--- src/sv/wgm_pkg.sv ---
// shared types, constants and helpers for the wildcard glob matcher
`default_nettype none

package wgm_pkg;

  localparam int PATTERN_MAX_DEF = 16;
  localparam int CFG_ADDR_W      = 5;
  localparam int CFG_DATA_W      = 64;
  localparam int LENGTH_W        = 5;
  localparam int CHAR_W          = 8;

  localparam logic [CHAR_W-1:0] CHAR_STAR  = 8'h2A;
  localparam logic [CHAR_W-1:0] CHAR_QMARK = 8'h3F;
  localparam logic [CHAR_W-1:0] CHAR_UC_A  = 8'h41;
  localparam logic [CHAR_W-1:0] CHAR_UC_Z  = 8'h5A;
  localparam logic [CHAR_W-1:0] CASE_DELTA = 8'h20;

  typedef enum logic [1:0] {
    REG_PAT_LOW   = 2'd0,
    REG_PAT_HIGH  = 2'd1,
    REG_PAT_LEN   = 2'd2,
    REG_LEAD_STAR = 2'd3
  } reg_idx_t;

  // carried from each cell to its right neighbor
  typedef struct packed {
    logic step;   // literal or '?' matched, enter next position
    logic carry;  // star closure ripple
    logic start;  // start set closure ripple
  } wgm_link_t;

  // broadcast from the top level to every cell
  typedef struct packed {
    logic              advance;
    logic              restart;
    logic              lead_star;
    logic [CHAR_W-1:0] text_char;
  } wgm_ctrl_t;

  function automatic logic [CHAR_W-1:0] fold_case(input logic [CHAR_W-1:0] c);
    logic [CHAR_W-1:0] res;
    res = c;
    if (c >= CHAR_UC_A && c <= CHAR_UC_Z) begin
      res = c + CASE_DELTA;
    end
    return res;
  endfunction

endpackage

`default_nettype wire

--- src/sv/wildcard_glob_matcher.sv ---
// top level of the wildcard glob matcher: config registers, cell row, result register
// usage
//   a string is streamed in, one byte per request on the in_ channel; the
//   final byte carries in_last_char, and an empty string is a single request
//   with in_empty_string set (its text byte and last flag are ignored)
//   one result request leaves on the out_ channel per string: out_matched is
//   1 when the whole string matches the pattern
//   the pattern ('*' any run, '?' one byte, other bytes case-folded for A-Z)
//   and its length are written over the cfg_ apb port, 64-bit registers at
//   byte addresses 0, 8, 16, 24; any write restarts the string in progress
// timing
//   one request per cycle when not stalled; a row of cells, one per position,
//   settles the new state in the same cycle with the star closure rippling
//   from cell to cell; the result appears in the cycle after the string ends
// stall
//   a result waits in the output register while out_stall is high; input
//   requests are stalled only while that register is full and stalled
// reset
//   synchronous, active low; clears the pattern, length zero, leading
//   wildcard set, and returns the state to the start set
`default_nettype none

module wildcard_glob_matcher #(
  parameter int PATTERN_MAX = wgm_pkg::PATTERN_MAX_DEF
) (
  input  wire logic                          clk,
  input  wire logic                          rst_n,
  // input requests
  input  wire logic                          in_valid,
  output logic                               in_stall,
  input  wire logic [wgm_pkg::CHAR_W-1:0]    in_text_char,
  input  wire logic                          in_last_char,
  input  wire logic                          in_empty_string,
  // result requests
  output logic                               out_valid,
  input  wire logic                          out_stall,
  output logic                               out_matched,
  // configuration
  input  wire logic                          cfg_psel,
  input  wire logic                          cfg_penable,
  input  wire logic                          cfg_pwrite,
  input  wire logic [wgm_pkg::CFG_ADDR_W-1:0] cfg_paddr,
  input  wire logic [wgm_pkg::CFG_DATA_W-1:0] cfg_pwdata,
  output logic [wgm_pkg::CFG_DATA_W-1:0]     cfg_prdata,
  output logic                               cfg_pready
);

  localparam int NPOS  = PATTERN_MAX + 1;
  localparam int POS_W = $clog2(NPOS);

  // configuration registers
  logic [wgm_pkg::CFG_DATA_W-1:0] pat_low_r,  pat_low_nxt;
  logic [wgm_pkg::CFG_DATA_W-1:0] pat_high_r, pat_high_nxt;
  logic [wgm_pkg::LENGTH_W-1:0]   pat_len_r,  pat_len_nxt;
  logic                           lead_star_r, lead_star_nxt;

  logic               cfg_wr;
  wgm_pkg::reg_idx_t  cfg_idx;

  // string state control
  logic restart_r, restart_nxt;
  logic out_valid_r, out_valid_nxt;
  logic out_matched_r, out_matched_nxt;

  logic in_acc;
  logic out_acc;
  logic str_end;

  logic [POS_W-1:0] eff_len;
  logic [2*wgm_pkg::CFG_DATA_W-1:0] pat_all;

  wgm_pkg::wgm_ctrl_t ctrl;
  wgm_pkg::wgm_link_t link [NPOS];

  logic [NPOS-1:0] pos_en;
  logic [NPOS-1:0] cur_state;
  logic [NPOS-1:0] nxt_state;
  logic [NPOS-1:0] start_state;

  assign cfg_pready = 1'b1;
  assign cfg_wr     = cfg_psel & cfg_penable & cfg_pwrite & cfg_pready;
  assign cfg_idx    = wgm_pkg::reg_idx_t'(cfg_paddr[4:3]);

  // register write decode
  always_comb begin
    pat_low_nxt   = pat_low_r;
    pat_high_nxt  = pat_high_r;
    pat_len_nxt   = pat_len_r;
    lead_star_nxt = lead_star_r;
    if (cfg_wr) begin
      unique case (cfg_idx)
        wgm_pkg::REG_PAT_LOW:   pat_low_nxt   = cfg_pwdata;
        wgm_pkg::REG_PAT_HIGH:  pat_high_nxt  = cfg_pwdata;
        wgm_pkg::REG_PAT_LEN:   pat_len_nxt   = cfg_pwdata[wgm_pkg::LENGTH_W-1:0];
        wgm_pkg::REG_LEAD_STAR: lead_star_nxt = cfg_pwdata[0];
        default: ;
      endcase
    end
  end

  // register read mux
  always_comb begin
    unique case (cfg_idx)
      wgm_pkg::REG_PAT_LOW:   cfg_prdata = pat_low_r;
      wgm_pkg::REG_PAT_HIGH:  cfg_prdata = pat_high_r;
      wgm_pkg::REG_PAT_LEN:   cfg_prdata = wgm_pkg::CFG_DATA_W'(pat_len_r);
      wgm_pkg::REG_LEAD_STAR: cfg_prdata = wgm_pkg::CFG_DATA_W'(lead_star_r);
      default:                cfg_prdata = '0;
    endcase
  end

  // lengths beyond the cell row behave as the full row
  always_comb begin
    if (pat_len_r > wgm_pkg::LENGTH_W'(PATTERN_MAX)) begin
      eff_len = POS_W'(PATTERN_MAX);
    end else begin
      eff_len = pat_len_r[POS_W-1:0];
    end
  end

  assign pat_all = {pat_high_r, pat_low_r};

  // handshakes: inputs wait only while a finished result is held
  assign out_acc  = out_valid_r & ~out_stall;
  assign in_stall = out_valid_r & out_stall;
  assign in_acc   = in_valid & ~in_stall;
  assign str_end  = in_acc & (in_empty_string | in_last_char);

  assign ctrl.advance   = in_acc & ~in_empty_string;
  assign ctrl.restart   = restart_r;
  assign ctrl.lead_star = lead_star_r;
  assign ctrl.text_char = in_text_char;

  assign link[0] = '0;

  // row of cells, one per pattern position plus the final (all matched) position
  for (genvar gi = 0; gi < NPOS; gi++) begin : g_cell
    logic [wgm_pkg::CHAR_W-1:0] cell_char;

    assign pos_en[gi] = (POS_W'(gi) < eff_len);

    if (gi < PATTERN_MAX) begin : g_char
      assign cell_char = pat_all[gi*wgm_pkg::CHAR_W +: wgm_pkg::CHAR_W];
    end else begin : g_nochar
      assign cell_char = '0;
    end

    if (gi < NPOS - 1) begin : g_mid
      wgm_cell #(
        .IS_FIRST (gi == 0)
      ) u_cell (
        .clk       (clk),
        .enable    (pos_en[gi]),
        .pat_char  (cell_char),
        .ctrl      (ctrl),
        .link_i    (link[gi]),
        .link_o    (link[gi+1]),
        .cur_bit   (cur_state[gi]),
        .nxt_bit   (nxt_state[gi]),
        .start_bit (start_state[gi])
      );
    end else begin : g_last
      // nothing lies right of the final position
      wgm_cell #(
        .IS_FIRST (gi == 0)
      ) u_cell (
        .clk       (clk),
        .enable    (pos_en[gi]),
        .pat_char  (cell_char),
        .ctrl      (ctrl),
        .link_i    (link[gi]),
        .link_o    (),
        .cur_bit   (cur_state[gi]),
        .nxt_bit   (nxt_state[gi]),
        .start_bit (start_state[gi])
      );
    end
  end

  // restart flag stands in for the start set until the next byte
  always_comb begin
    restart_nxt = restart_r;
    if (cfg_wr || str_end) begin
      restart_nxt = 1'b1;
    end else if (in_acc) begin
      restart_nxt = 1'b0;
    end
  end

  // result register
  always_comb begin
    out_valid_nxt   = out_valid_r;
    out_matched_nxt = out_matched_r;
    if (out_acc) begin
      out_valid_nxt = 1'b0;
    end
    if (str_end) begin
      out_valid_nxt   = 1'b1;
      out_matched_nxt = in_empty_string ? start_state[eff_len] : nxt_state[eff_len];
    end
  end

  always_ff @(posedge clk) begin
    if (!rst_n) begin
      pat_low_r   <= '0;
      pat_high_r  <= '0;
      pat_len_r   <= '0;
      lead_star_r <= 1'b1;
      restart_r   <= 1'b1;
      out_valid_r <= 1'b0;
    end else begin
      pat_low_r   <= pat_low_nxt;
      pat_high_r  <= pat_high_nxt;
      pat_len_r   <= pat_len_nxt;
      lead_star_r <= lead_star_nxt;
      restart_r   <= restart_nxt;
      out_valid_r <= out_valid_nxt;
    end
  end

  always_ff @(posedge clk) begin
    out_matched_r <= out_matched_nxt;
  end

  assign out_valid   = out_valid_r;
  assign out_matched = out_matched_r;

  // no position beyond the pattern end is ever active
  a_no_pos_past_end: assert property (@(posedge clk) disable iff (!rst_n)
    ((cur_state >> eff_len) >> 1) == '0)
    else $error("active position beyond pattern end");

  // the start position is always active right after a restart
  a_restart_start: assert property (@(posedge clk) disable iff (!rst_n)
    restart_r |-> cur_state[0])
    else $error("start position missing after restart");

  // implied leading star keeps position zero alive across bytes
  a_lead_star_hold: assert property (@(posedge clk) disable iff (!rst_n)
    (in_acc && !in_empty_string && !in_last_char && lead_star_r && cur_state[0])
      |=> cur_state[0])
    else $error("leading wildcard lost position zero");

  // every string end produces a result request
  a_end_result: assert property (@(posedge clk) disable iff (!rst_n)
    str_end |=> out_valid_r)
    else $error("string end without result");

endmodule

`default_nettype wire

--- src/sv/wgm_cell.sv ---
// one pattern position of the matcher: state bit, compare and closure links
`default_nettype none

module wgm_cell #(
  parameter bit IS_FIRST = 1'b0
) (
  input  wire logic                      clk,
  input  wire logic                      enable,
  input  wire logic [wgm_pkg::CHAR_W-1:0] pat_char,
  input  wire wgm_pkg::wgm_ctrl_t        ctrl,
  input  wire wgm_pkg::wgm_link_t        link_i,
  output wgm_pkg::wgm_link_t             link_o,
  output logic                           cur_bit,
  output logic                           nxt_bit,
  output logic                           start_bit
);

  logic active_r;
  logic is_star;
  logic hit;
  logic pre;

  assign is_star   = (pat_char == wgm_pkg::CHAR_STAR);
  assign hit       = (pat_char == wgm_pkg::CHAR_QMARK) ||
                     (wgm_pkg::fold_case(pat_char) == wgm_pkg::fold_case(ctrl.text_char));
  assign start_bit = IS_FIRST | link_i.start;
  assign cur_bit   = ctrl.restart ? start_bit : active_r;

  // star holds its own position, implied leading star holds position zero
  assign pre     = (enable & cur_bit & is_star) | link_i.step |
                   (IS_FIRST & ctrl.lead_star & cur_bit);
  assign nxt_bit = pre | link_i.carry;

  assign link_o.step  = enable & cur_bit & ~is_star & hit;
  assign link_o.carry = enable & nxt_bit & is_star;
  assign link_o.start = enable & start_bit & is_star;

  always_ff @(posedge clk) begin
    if (ctrl.advance) begin
      active_r <= nxt_bit;
    end
  end

endmodule

`default_nettype wire
--- config.mk ---
export PLATFORM = sky130hd
export DESIGN_NAME = wildcard_glob_matcher
export DESIGN_NICKNAME = d
export VERILOG_FILES = /design/src/sv/wgm_pkg.sv /design/src/sv/wildcard_glob_matcher.sv /design/src/sv/wgm_cell.sv
export SDC_FILE = /design/constraint.sdc
export NUM_CORES = 1
export LEC_CHECK = 0
export CAP_MARGIN = 20
export CORE_UTILIZATION = 47
export DETAILED_ROUTE_END_ITERATION = 10
export DONT_BUFFER_PORTS = 1
export SLEW_MARGIN = 20
export SYNTH_ARGS = -nofsm -noshare
export SYNTH_HDL_FRONTEND = slang
export SYNTH_SLANG_ARGS = --single-unit
--- constraint.sdc ---
create_clock -name clk -period 5.25 [get_ports clk]
set_input_delay 0.525 -clock clk [delete_from_list [all_inputs] [get_ports clk]]
set_output_delay 0.525 -clock clk [all_outputs]
set_load 0.01 [all_outputs]
Yosys cells after proc, flatten, opt, wreduce, memory -nomap -nowiden
Cells that the tools add are included.
Operators by class
  reduce and logical (&&, ||, !) cells: 41
  bitwise gates (word level): 188
  add/subtract/negate cells: 17
  order comparisons: 52
  eq/ne operators: 51
  multiplexer cells: 42
Operator list (count)
  $eq A8 B6 Y1 const B: 32
  $pmux W64 S4: 1
  $add A8 B6 Y8 const B: 17
  $ge A8 B7 Y1 const B: 17
  $le A8 B7 Y1 const B: 17
  $mux W8: 17
  $and A1 B1 Y1: 135
  $eq A8 B8 Y1: 16
  $lt A4 B5 Y1 const A: 8
  $or A1 B1 Y1: 33
  $mux W1: 21
  $lt A3 B5 Y1 const A: 4
  $not A1 Y1: 20
  $logic_and A1 B1 Y1: 17
  $logic_or A1 B1 Y1: 17
  $bmux W1 S5: 2
  $lt A1 B5 Y1 const A: 2
  $lt A2 B5 Y1 const A: 2
  $reduce_and A2 Y1: 4
  $lt A5 B6 Y1 const B: 1
  $gt A5 B5 Y1 const B: 1
  $mux W5: 1
  $eq A2 B2 Y1 const B: 2
  $eq A2 B1 Y1 const B: 1
  other kinds (3): 3
Word-level totals
  logic and storage cells: 414
  register bits after elaboration: 153

Logic depth before layout (Yosys ltp)
Gate-level depths: netlist of run 1.
  word-level depth: 57
  depth in mapped cells: 15
  gate-level depth less buffers: 13

Modules after synthesis
From an unflattened synthesis of run 1, not the netlist that was laid out.
Second synthesis, totals
  cells, all modules: 1847
  area, all modules: 13724.4 um^2
By module, submodules not included
  wgm_cell (g_cell[10].g_mid.u_cell ...): instances 16, cells an instance 61, area each 425.4 um^2
  wildcard_glob_matcher: instances 1, cells an instance 820, area each 6536.3 um^2
  wgm_cell (g_cell[0].g_mid.u_cell): instances 1, cells an instance 51, area each 381.6 um^2

Least setup slack after synthesis of run 1
OpenSTA, ideal clock, no wires.
  path kind: in2reg
  start: input port in_text_char[2] in the netlist's numbering
  end: register out_matched_r, in the netlist out_matched, data pin
  path buffers: 1
  path slack: 1.223 ns
  stages on the path: 13
  data arrival time: 3.876 ns
  library setup time: 0.152 ns
  data required time: 5.098 ns
  cell sequence: buf_4 > or4_4 > o221a_4 > or4_1 > a31oi_1 > o22ai_1 > o31ai_2 > a211oi_1 > o311ai_2 > a222oi_1 > and3b_1 > or4_1 > a31oi_1
Between the ends
  word-level cells in the longest chain between the ends: 56
Ends and longest elaborated chain
  start: declaration: RTL line wildcard_glob_matcher.sv:31  | input wire logic [wgm_pkg::CHAR_W-1:0] in_text_char,
  $ge A8 B7 Y1 or $le A8 B7 Y1 (tied branches)
  $logic_and A1 B1 Y1: RTL line wgm_pkg.sv:43  | if (c >= CHAR_UC_A && c <= CHAR_UC_Z) begin
  $mux W8 (*): RTL line wgm_pkg.sv:43
  $eq A8 B8 Y1: RTL line wgm_cell.sv:25  | (wgm_pkg::fold_case(pat_char) == wgm_pkg::fold_case(ctrl.text_char));
  $logic_or A1 B1 Y1: RTL line wgm_cell.sv:24  | assign hit = (pat_char == wgm_pkg::CHAR_QMARK) ||
  $and A1 B1 Y1: RTL line wgm_cell.sv:34  | assign link_o.step = enable & cur_bit & ~is_star & hit;
  $or A1 B1 Y1: RTL line wgm_cell.sv:30  | assign pre = (enable & cur_bit & is_star) | link_i.step |
  $or A1 B1 Y1: RTL line wgm_cell.sv:32  | assign nxt_bit = pre | link_i.carry;
  [... 38 more ...]
  $or A1 B1 Y1: RTL line wgm_cell.sv:32
  $and A1 B1 Y1 (2 in series): RTL line wgm_cell.sv:35  | assign link_o.carry = enable & nxt_bit & is_star;
  $or A1 B1 Y1: RTL line wgm_cell.sv:32
  $and A1 B1 Y1 (2 in series): RTL line wgm_cell.sv:35
  $or A1 B1 Y1: RTL line wgm_cell.sv:32
  $bmux W1 S5 (*): RTL line wildcard_glob_matcher.sv:199  | out_matched_nxt = in_empty_string ? start_state[eff_len] : nxt_state[eff_len];
  $mux W1 (implied by the code) (*): RTL line wildcard_glob_matcher.sv:199
  $mux W1 (*): RTL line wildcard_glob_matcher.sv:199
  end signal: assignment: RTL line wildcard_glob_matcher.sv:222  | out_matched_r <= out_matched_nxt;
  end: declaration: RTL line wildcard_glob_matcher.sv:63  | logic out_matched_r, out_matched_nxt;
Every way passes the cells marked *; elsewhere a longest branch is shown, timed or not. The select of a mux whose other input is x is not followed.
A chain may end at the register's enable or synchronous reset.

Worst setup path after layout of run 1
  start: register pat_len_r[2] in the netlist's numbering
  end: register out_matched_r, in the netlist out_matched, data pin
Between the ends
  word-level cells in the longest chain between the ends: 57
Ends and longest elaborated chain
  start: declaration: RTL line wildcard_glob_matcher.sv:54  | logic [wgm_pkg::LENGTH_W-1:0] pat_len_r, pat_len_nxt;
  start signal: assignment: RTL line wildcard_glob_matcher.sv:214  | pat_len_r <= pat_len_nxt;
  $gt A5 B5 Y1: RTL line wildcard_glob_matcher.sv:114  | if (pat_len_r > wgm_pkg::LENGTH_W'(PATTERN_MAX)) begin
  $mux W5 (*): RTL line wildcard_glob_matcher.sv:114
  $lt A1 B5 Y1: RTL line wildcard_glob_matcher.sv:140  | assign pos_en[gi] = (POS_W'(gi) < eff_len);
  $and A1 B1 Y1, on equally long branches: RTL line wgm_cell.sv:36, wgm_cell.sv:30, wgm_cell.sv:34
  $mux W1 or $and A1 B1 Y1 (tied branches): RTL line wgm_cell.sv:27, wgm_cell.sv:30
  $and A1 B1 Y1 or $or A1 B1 Y1 (tied branches): RTL line wgm_cell.sv:30, wgm_cell.sv:34
  $and A1 B1 Y1, on equally long branches: RTL line wgm_cell.sv:30, wgm_cell.sv:35
  $or A1 B1 Y1 or $and A1 B1 Y1 (tied branches): RTL line wgm_cell.sv:30, wgm_cell.sv:35
  [... 40 more ...]
  via g_cell[14].g_mid.u_cell.nxt_bit: RTL line wgm_cell.sv:14  | output logic nxt_bit,
  $and A1 B1 Y1 (2 in series): RTL line wgm_cell.sv:35
  $or A1 B1 Y1: RTL line wgm_cell.sv:32
  $and A1 B1 Y1 (2 in series): RTL line wgm_cell.sv:35
  $or A1 B1 Y1: RTL line wgm_cell.sv:32
  $bmux W1 S5 (*): RTL line wildcard_glob_matcher.sv:199
  $mux W1 (implied by the code) (*): RTL line wildcard_glob_matcher.sv:199
  $mux W1 (*): RTL line wildcard_glob_matcher.sv:199
Mark *: on every way through the listed nets, which the timed path passes. The rest lies on a longest branch. The select of a mux whose other input is x is not followed.

==> results by group, run 1 <==
Outcome
  – Status: finished, final reports clean

Yosys
  – Synth Flop Type: dfxtp_1
  – Most frequent cells after synthesis: 323 x nand2_1, 136 x a21boi_0, 136 x dfxtp_1
  – Synth area leader: dfxtp_1
  – Post-synth ARST share: 0%
  – FF+latch count, synth: 153
  – Synth Cell Area: 0.0118 mm^2
  – Synth unique cells: 85
  – Top cells by area, synth: dfxtp_1 23%, nand2_1 10%, a21boi_0 8.6%
  – Yosys top cell area share: between 20% and 30%
  – Post-synth EDFFs: 17
  – Top-count cell post-synth: nand2_1
  – Avg Inst Size Synth: approximately 7.4 um^2
  – Seq/Total Area, Yosys: 27.3%
  – Syn nets: ~1.7k
  – Yosys warnings: 0
  – Post-Syn Instances: 1591

Clocking
  – Clk buf depth: 2
  – H-tree levels: 4
  – CTS tree: yes
  – Post-CTS sizing: 0
  – Sink Count: 153
  – Clock Pin Slew Worst Setup and Hold Paths: approximately 0.080 ns
  – CTS root buffer: clkbuf_16
  – Num CTS Buffers: 17
  – Post-CTS Setup Bufs: 0
  – Hold Buf Count CTS: 0
  – Clk_lat worst skew: 0.43 ns

GRT
  – Congestion Overflow GR: 0
  – GRT Total Usage: about 29%
  – Largest net degree at the start of global routing: 137
  – First-pass GRT wire length: between 60 and 70 mm
  – Vias in the first global route: between 10k and 15k
  – Initial antenna violation count: 0

Setup path
  – Reg-to-reg slack, setup: about 0.43 ns
  – RR Endpoint: out_matched$_DFFE_PP_
  – R2R Path Start: pat_len_r[2]$_SDFFE_PN0P_
  – Critical Path RT: approximately 5.4 ns
  – Worst r2r path cells: 12
  – WP buf/inv: 0
  – Startpoint types: flop
  – Cell family with most CP delay: simple AND/OR/NAND/NOR gates
  – Worst setup EP type: flop
  – Worst path depth: 12
  – Worst Path Max Fanout: 13
  – Cell Chain, Critical Path: or4_1, nand4_1, nor3_1, and3_2, mux2i_1, a221o_1, nor3b_1, or3b_2, a222oi_1, a21oi_1, a211oi_1, a31oi_1
  – Crit path kind: reg -> reg
  – CP max stage delay: 0.65 ns
  – Worst-path cell with the longest stage delay: or4_1
  – Worst EP arrival: ~5.0 ns

Final layout
  – Area grow syn2layout: 5.61%
  – Ant diodes: 0
  – # fillers: ~2.4k
  – Area of the multi-input gates: around 0.008 mm^2
  – NumNets Final: approximately 1.6k
  – Storage element area: 0.00323 mm^2
  – Fraction of layout cells with a size suffix above 1: ~5.6%
  – Post-route cell area: between 0.01 and 0.015 mm^2

Min path
  – Worst hold path type: in -> reg
  – Hold Path Sink: pat_low_r[37]$_SDFFE_PN0P_
  – Worst hold start: cfg_pwdata[37]
  – Worst Hold Path Cells: 2

Place
  – DP Area: around 0.012 mm^2
  – I/O Buffers: 0
  – Dpl hpwl: 25.7 mm
  – Final Wtd Congestion: about 0.95

Pwr
  – Sw power: ~700 uW
  – Internal Power: approximately 2000 uW
  – Clk pwr share: 46.5%
  – Combinational group share of total power: about 8.2%
  – Max VDD drop: between 0.00015 and 0.0002 V
  – Sequential Power Share: between 40% and 50%
  – Pleak: approximately 0.0042 uW
  – Power density cells: 217 mW/mm^2
  – Fraction of power spent switching nets: 26.0%

Timing
  – Worst slew pin tran: slightly below 1 ns
  – Skew final: 0.0143 ns
  – Final Cycle Share: between 90% and 100%
  – RSZ-0062 raised after global routing: no
  – Setup TNS: 0 ns
  – Endpoints failing hold: 0
  – Final setup viols: 0
  – Highest clock rate: 207 MHz
  – Max transition margin: between 30% and 40%
  – Max-slew violation count: 0
  – Time the worst path needs with I/O delays and setup: 4.82 ns

Job
  – Maxcap violations: 0

Detailed routing
  – Routed wire length: 37.6 mm
  – Vias/cell: 6.18
  – DR vias: approximately 11k
  – Pre-Repair DR Iteration Count: 5
  – Antenna-violating nets left: 0
  – Drc violations: 0
  – Routed len/inst: between 20 and 25 um
  – Iteration-0 DRC Markers: about 810

Floorplan
  – Die H: approximately 160 um
  – Initial core utilization: 48.3%
  – Die area: 0.0258 mm^2
  – Core box area: ~0.025 mm^2
  – Top-level I/O count: 154
  – DIE WIDTH: between 150 and 200 um
  – Number of cell rows: 57
-- sequential cells by signal, indices dropped and copies added (netlist names) --
name	flops
restart_r	1
pat_low_r	64
out_valid	1
g_cell.g_mid.u_cell.active_r	16
pat_high_r	64
out_matched	1
pat_len_r	5
lead_star_r	1
-- cell type report --
cell class / instances / share of cell area, %
tap: 324 / 3.24
multi-input combinational: 1274 / 63.8
inverter: 44 / 1.32
clock inverter: 11 / 0.860
clock buffer: 21 / 3.77
sequential: 153 / 25.9
timing repair buffer: 19 / 1.14
-- kinds of logic (layout without fill, tap and decap cells) --
group                      count (synthesis)  after routing  synth area share (%)
other                                      1              1                0.0317
AOI/OAI and AO/OA                        362            362                  22.5
adders and majority gates                 17             17                  1.80
DFF                                      153            153                  27.3
xor gates and xnor gates                 128            128                  9.47
and+or+nand+nor                          690            690                  26.9
buffers and inverters                    164             95                  5.53
muxes                                     76             76                  6.55
-- power groups by stage --
stage	Sequential, uW	Clock (uW)	Combinational [uW]
2_1_floorplan	1240	0	231
3_3_place_gp	1250	0	216
3_5_place_dp	1260	0	220
4_1_cts	1230	1270	222
5_1_grt	1230	1320	244
6_report	1230	1260	222
-- how the worst max path moves through the flow --
| stage | start | endpoint | slack [ns] |
|---|---|---|---|
| 3_3_place_gp | in_text_char[1] | out_matched$_DFFE_PP_ | 0.57 |
| 3_5_place_dp | in_text_char[1] | out_matched$_DFFE_PP_ | 0.50 |
| 2_1_floorplan | in_text_char[2] | out_matched$_DFFE_PP_ | 1.22 |
| 5_1_grt | pat_len_r[2]$_SDFFE_PN0P_ | out_matched$_DFFE_PP_ | 0.27 |
| 6_report | pat_len_r[2]$_SDFFE_PN0P_ | out_matched$_DFFE_PP_ | 0.43 |
| 4_1_cts | pat_len_r[2]$_SDFFE_PN0P_ | out_matched$_DFFE_PP_ | 0.65 |
-- routing by layer --
| layer | GRT usage [%] | part of all wire, % |
|---|---|---|
| met5 | 0 | 0 |
| met1 | 41.5 | 48 |
| met4 | 8.53 | 2.3 |
| met3 | 5.09 | 6.8 |
| met2 | 44.5 | 43 |
-- metrics by stage --
step                      hold slack, ns  total power [uW]  setup slack [ns]  util (%)  std cells
after floorplan                    0.476              1470              1.22         -       1591
after global placement             0.492              1470             0.570      48.6       1814
after detailed placement           0.503              1480             0.503      48.6       1814
after CTS                          0.188              2730             0.647      51.0       1846
after global routing               0.190              2800             0.266      51.0       1846
final                              0.226              2720             0.426      51.0       1846
-- cell usage in the layout, fill, tap and decap left out, drive strengths merged, types with 6 or more instances in the layout --
cell type,instances
nor3b,6
a21boi,136
o22ai,6
o21ai,27
o21bai,6
a21o,9
a31oi,21
nand3,46
or3,17
ha,17
buf,19
and3,9
inv,50
nor3,47
nand2,323
clkbuf,21
o211ai,10
nor2,126
nand4,19
nor4,22
mux2i,73
o31ai,11
o41ai,10
nand2b,10
a21oi,49
nor4bb,6
edfxtp,17
nor2b,14
a41oi,10
o32ai,7
xor2,65
xnor2,63
or4,12
or2,11
dfxtp,136
a211oi,7
Power figures use the tool's default switching activity.
==> inputs of run 2 (changes only) <==
MAX_ROUTING_LAYER = met4   (was default)
==> run 2 against run 1 <==
Against the previous run:
- global-route usage rose by 0.82 points
- critical path depth did not move
- wire length fell by 0.64%
- clock skew fell by 0.0022 ns
- die area did not move
- cell area rose by 0.53%
- combinational power barely moved
- fmax rose by 5.2%
- via count fell by 0.65%
- register-to-register slack improved by 0.24 ns
- non-clock buffer count rose by 2
- setup slack improved by 0.24 ns
- critical endpoint unchanged
- largest cell class unchanged
==> results by group, run 2 (synthesized netlist as in run 1, its figures left out) <==
Outcome
  – Status: finished, final reports clean (unchanged)

GRT
  – Met2 Usage GRT: 44.5% (about the same)
  – Largest net degree at the start of global routing: 137 (unchanged)
  – GR Layer Usage met3: 4.49% (was 5.09%)
  – First-pass GRT wire length: 59.3 mm (was 60.0 mm)
  – Congestion Overflow GR: 0 (unchanged)
  – Busiest grt layer: met2 (unchanged)
  – Vias in the first global route: 10.7k (was 10.8k)
  – Initial antenna violation count: 0 (unchanged)
  – GRT Total Usage: 29.9% (was 29.1%)
  – Met1 GRT Util: 41.8% (was 41.5%)

Setup path
  – Worst r2r path cells: 12 (unchanged)
  – Crit path kind: reg -> reg (unchanged)
  – RR Endpoint: out_matched$_DFFE_PP_ (unchanged)
  – Startpoint types: flop (unchanged)
  – R2R Path Start: pat_low_r[0]$_SDFFE_PN0P_ (was pat_len_r[2]$_SDFFE_PN0P_)
  – Worst setup EP type: flop (unchanged)
  – Worst Path Max Fanout: 9 (was 13)
  – Critical Path RT: 5.52 ns (was 5.41 ns)
  – Worst EP arrival: 4.85 ns (was 4.99 ns)
  – Reg-to-reg slack, setup: 0.67 ns (was 0.43 ns)

Clocking
  – Num CTS Buffers: 17 (unchanged)
  – Clk buf depth: 2 (unchanged)
  – Hold Buf Count CTS: 0 (unchanged)
  – Clock Pin Slew Worst Setup and Hold Paths: 0.08 ns (about the same)
  – CTS root buffer: clkbuf_16 (unchanged)
  – CTS tree: yes (unchanged)
  – Post-CTS sizing: 0 (unchanged)
  – H-tree levels: 4 (unchanged)
  – Post-CTS Setup Bufs: 0 (unchanged)
  – Sink Count: 153 (unchanged)
  – Clk_lat worst skew: 0.44 ns (was 0.43 ns)

Pwr
  – Tot Pwr: 2830 uW (was 2720 uW)
  – Pleak: 0.00425 uW (was 0.00421 uW)
  – Power density cells: 225 mW/mm^2 (was 217 mW/mm^2)
  – Max VDD drop: 0.000218 V (was 0.000161 V)

Timing
  – Worst slew pin tran: 0.973 ns (was 0.972 ns)
  – Max transition margin: 35.1% (about the same)
  – Time the worst path needs with I/O delays and setup: 4.58 ns (was 4.82 ns)
  – Max-slew violation count: 0 (unchanged)
  – Final setup viols: 0 (unchanged)
  – Skew final: 0.0121 ns (was 0.0143 ns)
  – RSZ-0062 raised after global routing: no (unchanged)
  – Setup TNS: 0 ns (unchanged)
  – Highest clock rate: 218 MHz (was 207 MHz)
  – Hold Slack: 0.213 ns (was 0.226 ns)
  – Final Cycle Share: 87.3% (was 91.9%)
  – Endpoints failing hold: 0 (unchanged)

Detailed routing
  – Pre-Repair DR Iteration Count: 5 (unchanged)
  – Routed wire length: 37.4 mm (was 37.6 mm)
  – DR vias: 11.3k (was 11.4k)
  – Vias/cell: 6.13 (was 6.18)
  – Routed len/inst: 20.2 um (was 20.4 um)
  – Antenna-violating nets left: 0 (unchanged)
  – Iteration-0 DRC Markers: 1030 (was 813)
  – Drc violations: 0 (unchanged)

Floorplan
  – Die area: 0.0258 mm^2 (unchanged)
  – Core box area: 0.0245 mm^2 (unchanged)
  – Die H: 161 um (unchanged)
  – Initial core utilization: 48.3% (unchanged)
  – DIE WIDTH: 161 um (unchanged)
  – Top-level I/O count: 154 (unchanged)
  – Number of cell rows: 57 (unchanged)

Min path
  – Worst Hold Path Cells: 2 (unchanged)
  – Hold Path Sink: pat_high_r[30]$_SDFFE_PN0P_ (was pat_low_r[37]$_SDFFE_PN0P_)
  – Worst hold path type: in -> reg (unchanged)
  – Worst hold start: cfg_pwdata[30] (was cfg_pwdata[37])

Place
  – I/O Buffers: 0 (unchanged)
  – Final Wtd Congestion: 0.957 (was 0.955)
  – Dpl hpwl: 25.7 mm (about the same)

Final layout
  – Fraction of layout cells with a size suffix above 1: 5.84% (was 5.58%)
  – Most common cell after layout, fill and taps aside: nand2_1 (unchanged)
  – Top flop regs: pat_high_r x64, pat_low_r x64, g_cell.g_mid.u_cell.active_r x16 (unchanged)
  – Area grow syn2layout: 6.17% (was 5.61%)
  – NumNets Final: 1614 (was 1612)
  – Most frequent cells in the layout: 322 x nand2_1, 136 x a21boi_0, 136 x dfxtp_1 (unchanged)
  – Ant diodes: 0 (unchanged)

Job
  – Maxcap violations: 0 (unchanged)
[run 2: changes by cell type in the layout (fill, tap and decap cells not counted), sizes merged]
cell,change
inv,+3
clkinvlp,-2
bufinv,+2
clkbuf,-4
buf,+2
clkinv,+1
[run 2: cell type report]
cell class	instances	area (um^2)
clock buffer	17	425
clock inverter	15	205
fill	2444	12000
inverter	44	165
multi-input combinational	1274	7980
sequential	153	3230
tap	324	405
timing repair buffer	21	158
[run 2: how the worst max path moves through the flow]
stage	endpoint	slack [ns]	from
after floorplan	out_matched$_DFFE_PP_	1.22	in_text_char[2]
after global placement	out_matched$_DFFE_PP_	0.58	in_text_char[1]
after detailed placement	out_matched$_DFFE_PP_	0.58	in_text_char[1]
after CTS	out_matched$_DFFE_PP_	0.77	pat_len_r[4]$_SDFFE_PN0P_
after global routing	out_matched$_DFFE_PP_	0.44	pat_low_r[11]$_SDFFE_PN0P_
final	out_matched$_DFFE_PP_	0.67	pat_low_r[0]$_SDFFE_PN0P_
[run 2: stage by stage]
| stage | area [um^2] | setup WS (ns) | util [%] | instances |
|---|---|---|---|---|
| after floorplan | 11800 | 1.22 | - | 1591 |
| after global placement | 11900 | 0.577 | 48.7 | 1816 |
| after detailed placement | 11900 | 0.578 | 48.7 | 1816 |
| after CTS | 12600 | 0.772 | 51.2 | 1848 |
| after global routing | 12600 | 0.444 | 51.2 | 1848 |
| final | 12600 | 0.666 | 51.2 | 1848 |
[run 2: per-layer routing]
metal  up-vias  wire length [um]  part of all wire, %
met3        55              2390                  6.4
li1       5462                 -                    -
met1      5402             17800                   48
met2       415             16400                   44
met4         0               796                  2.1
met5         -                 0                    0
[run 2: report_power, final]
part           switching, uW  leakage (uW)  internal [uW]  total (uW)
clock                    601      0.000311            772        1370
sequential              30.4       0.00126           1200        1230
combinational            115       0.00268            107         223
total                    747       0.00425           2080        2830
[run 2: worst max-delay path, stage by stage (launching register included)]
cell	delay, ns
dfxtp_1	0.38
or3_1	0.46
or3_1	0.54
nor3_1	0.46
and3_2	0.36
nand3_1	0.10
a21oi_1	0.40
a32oi_1	0.19
nand2_1	0.26
a222oi_1	0.21
and3b_1	0.30
or4_1	0.51
a31oi_1	0.23
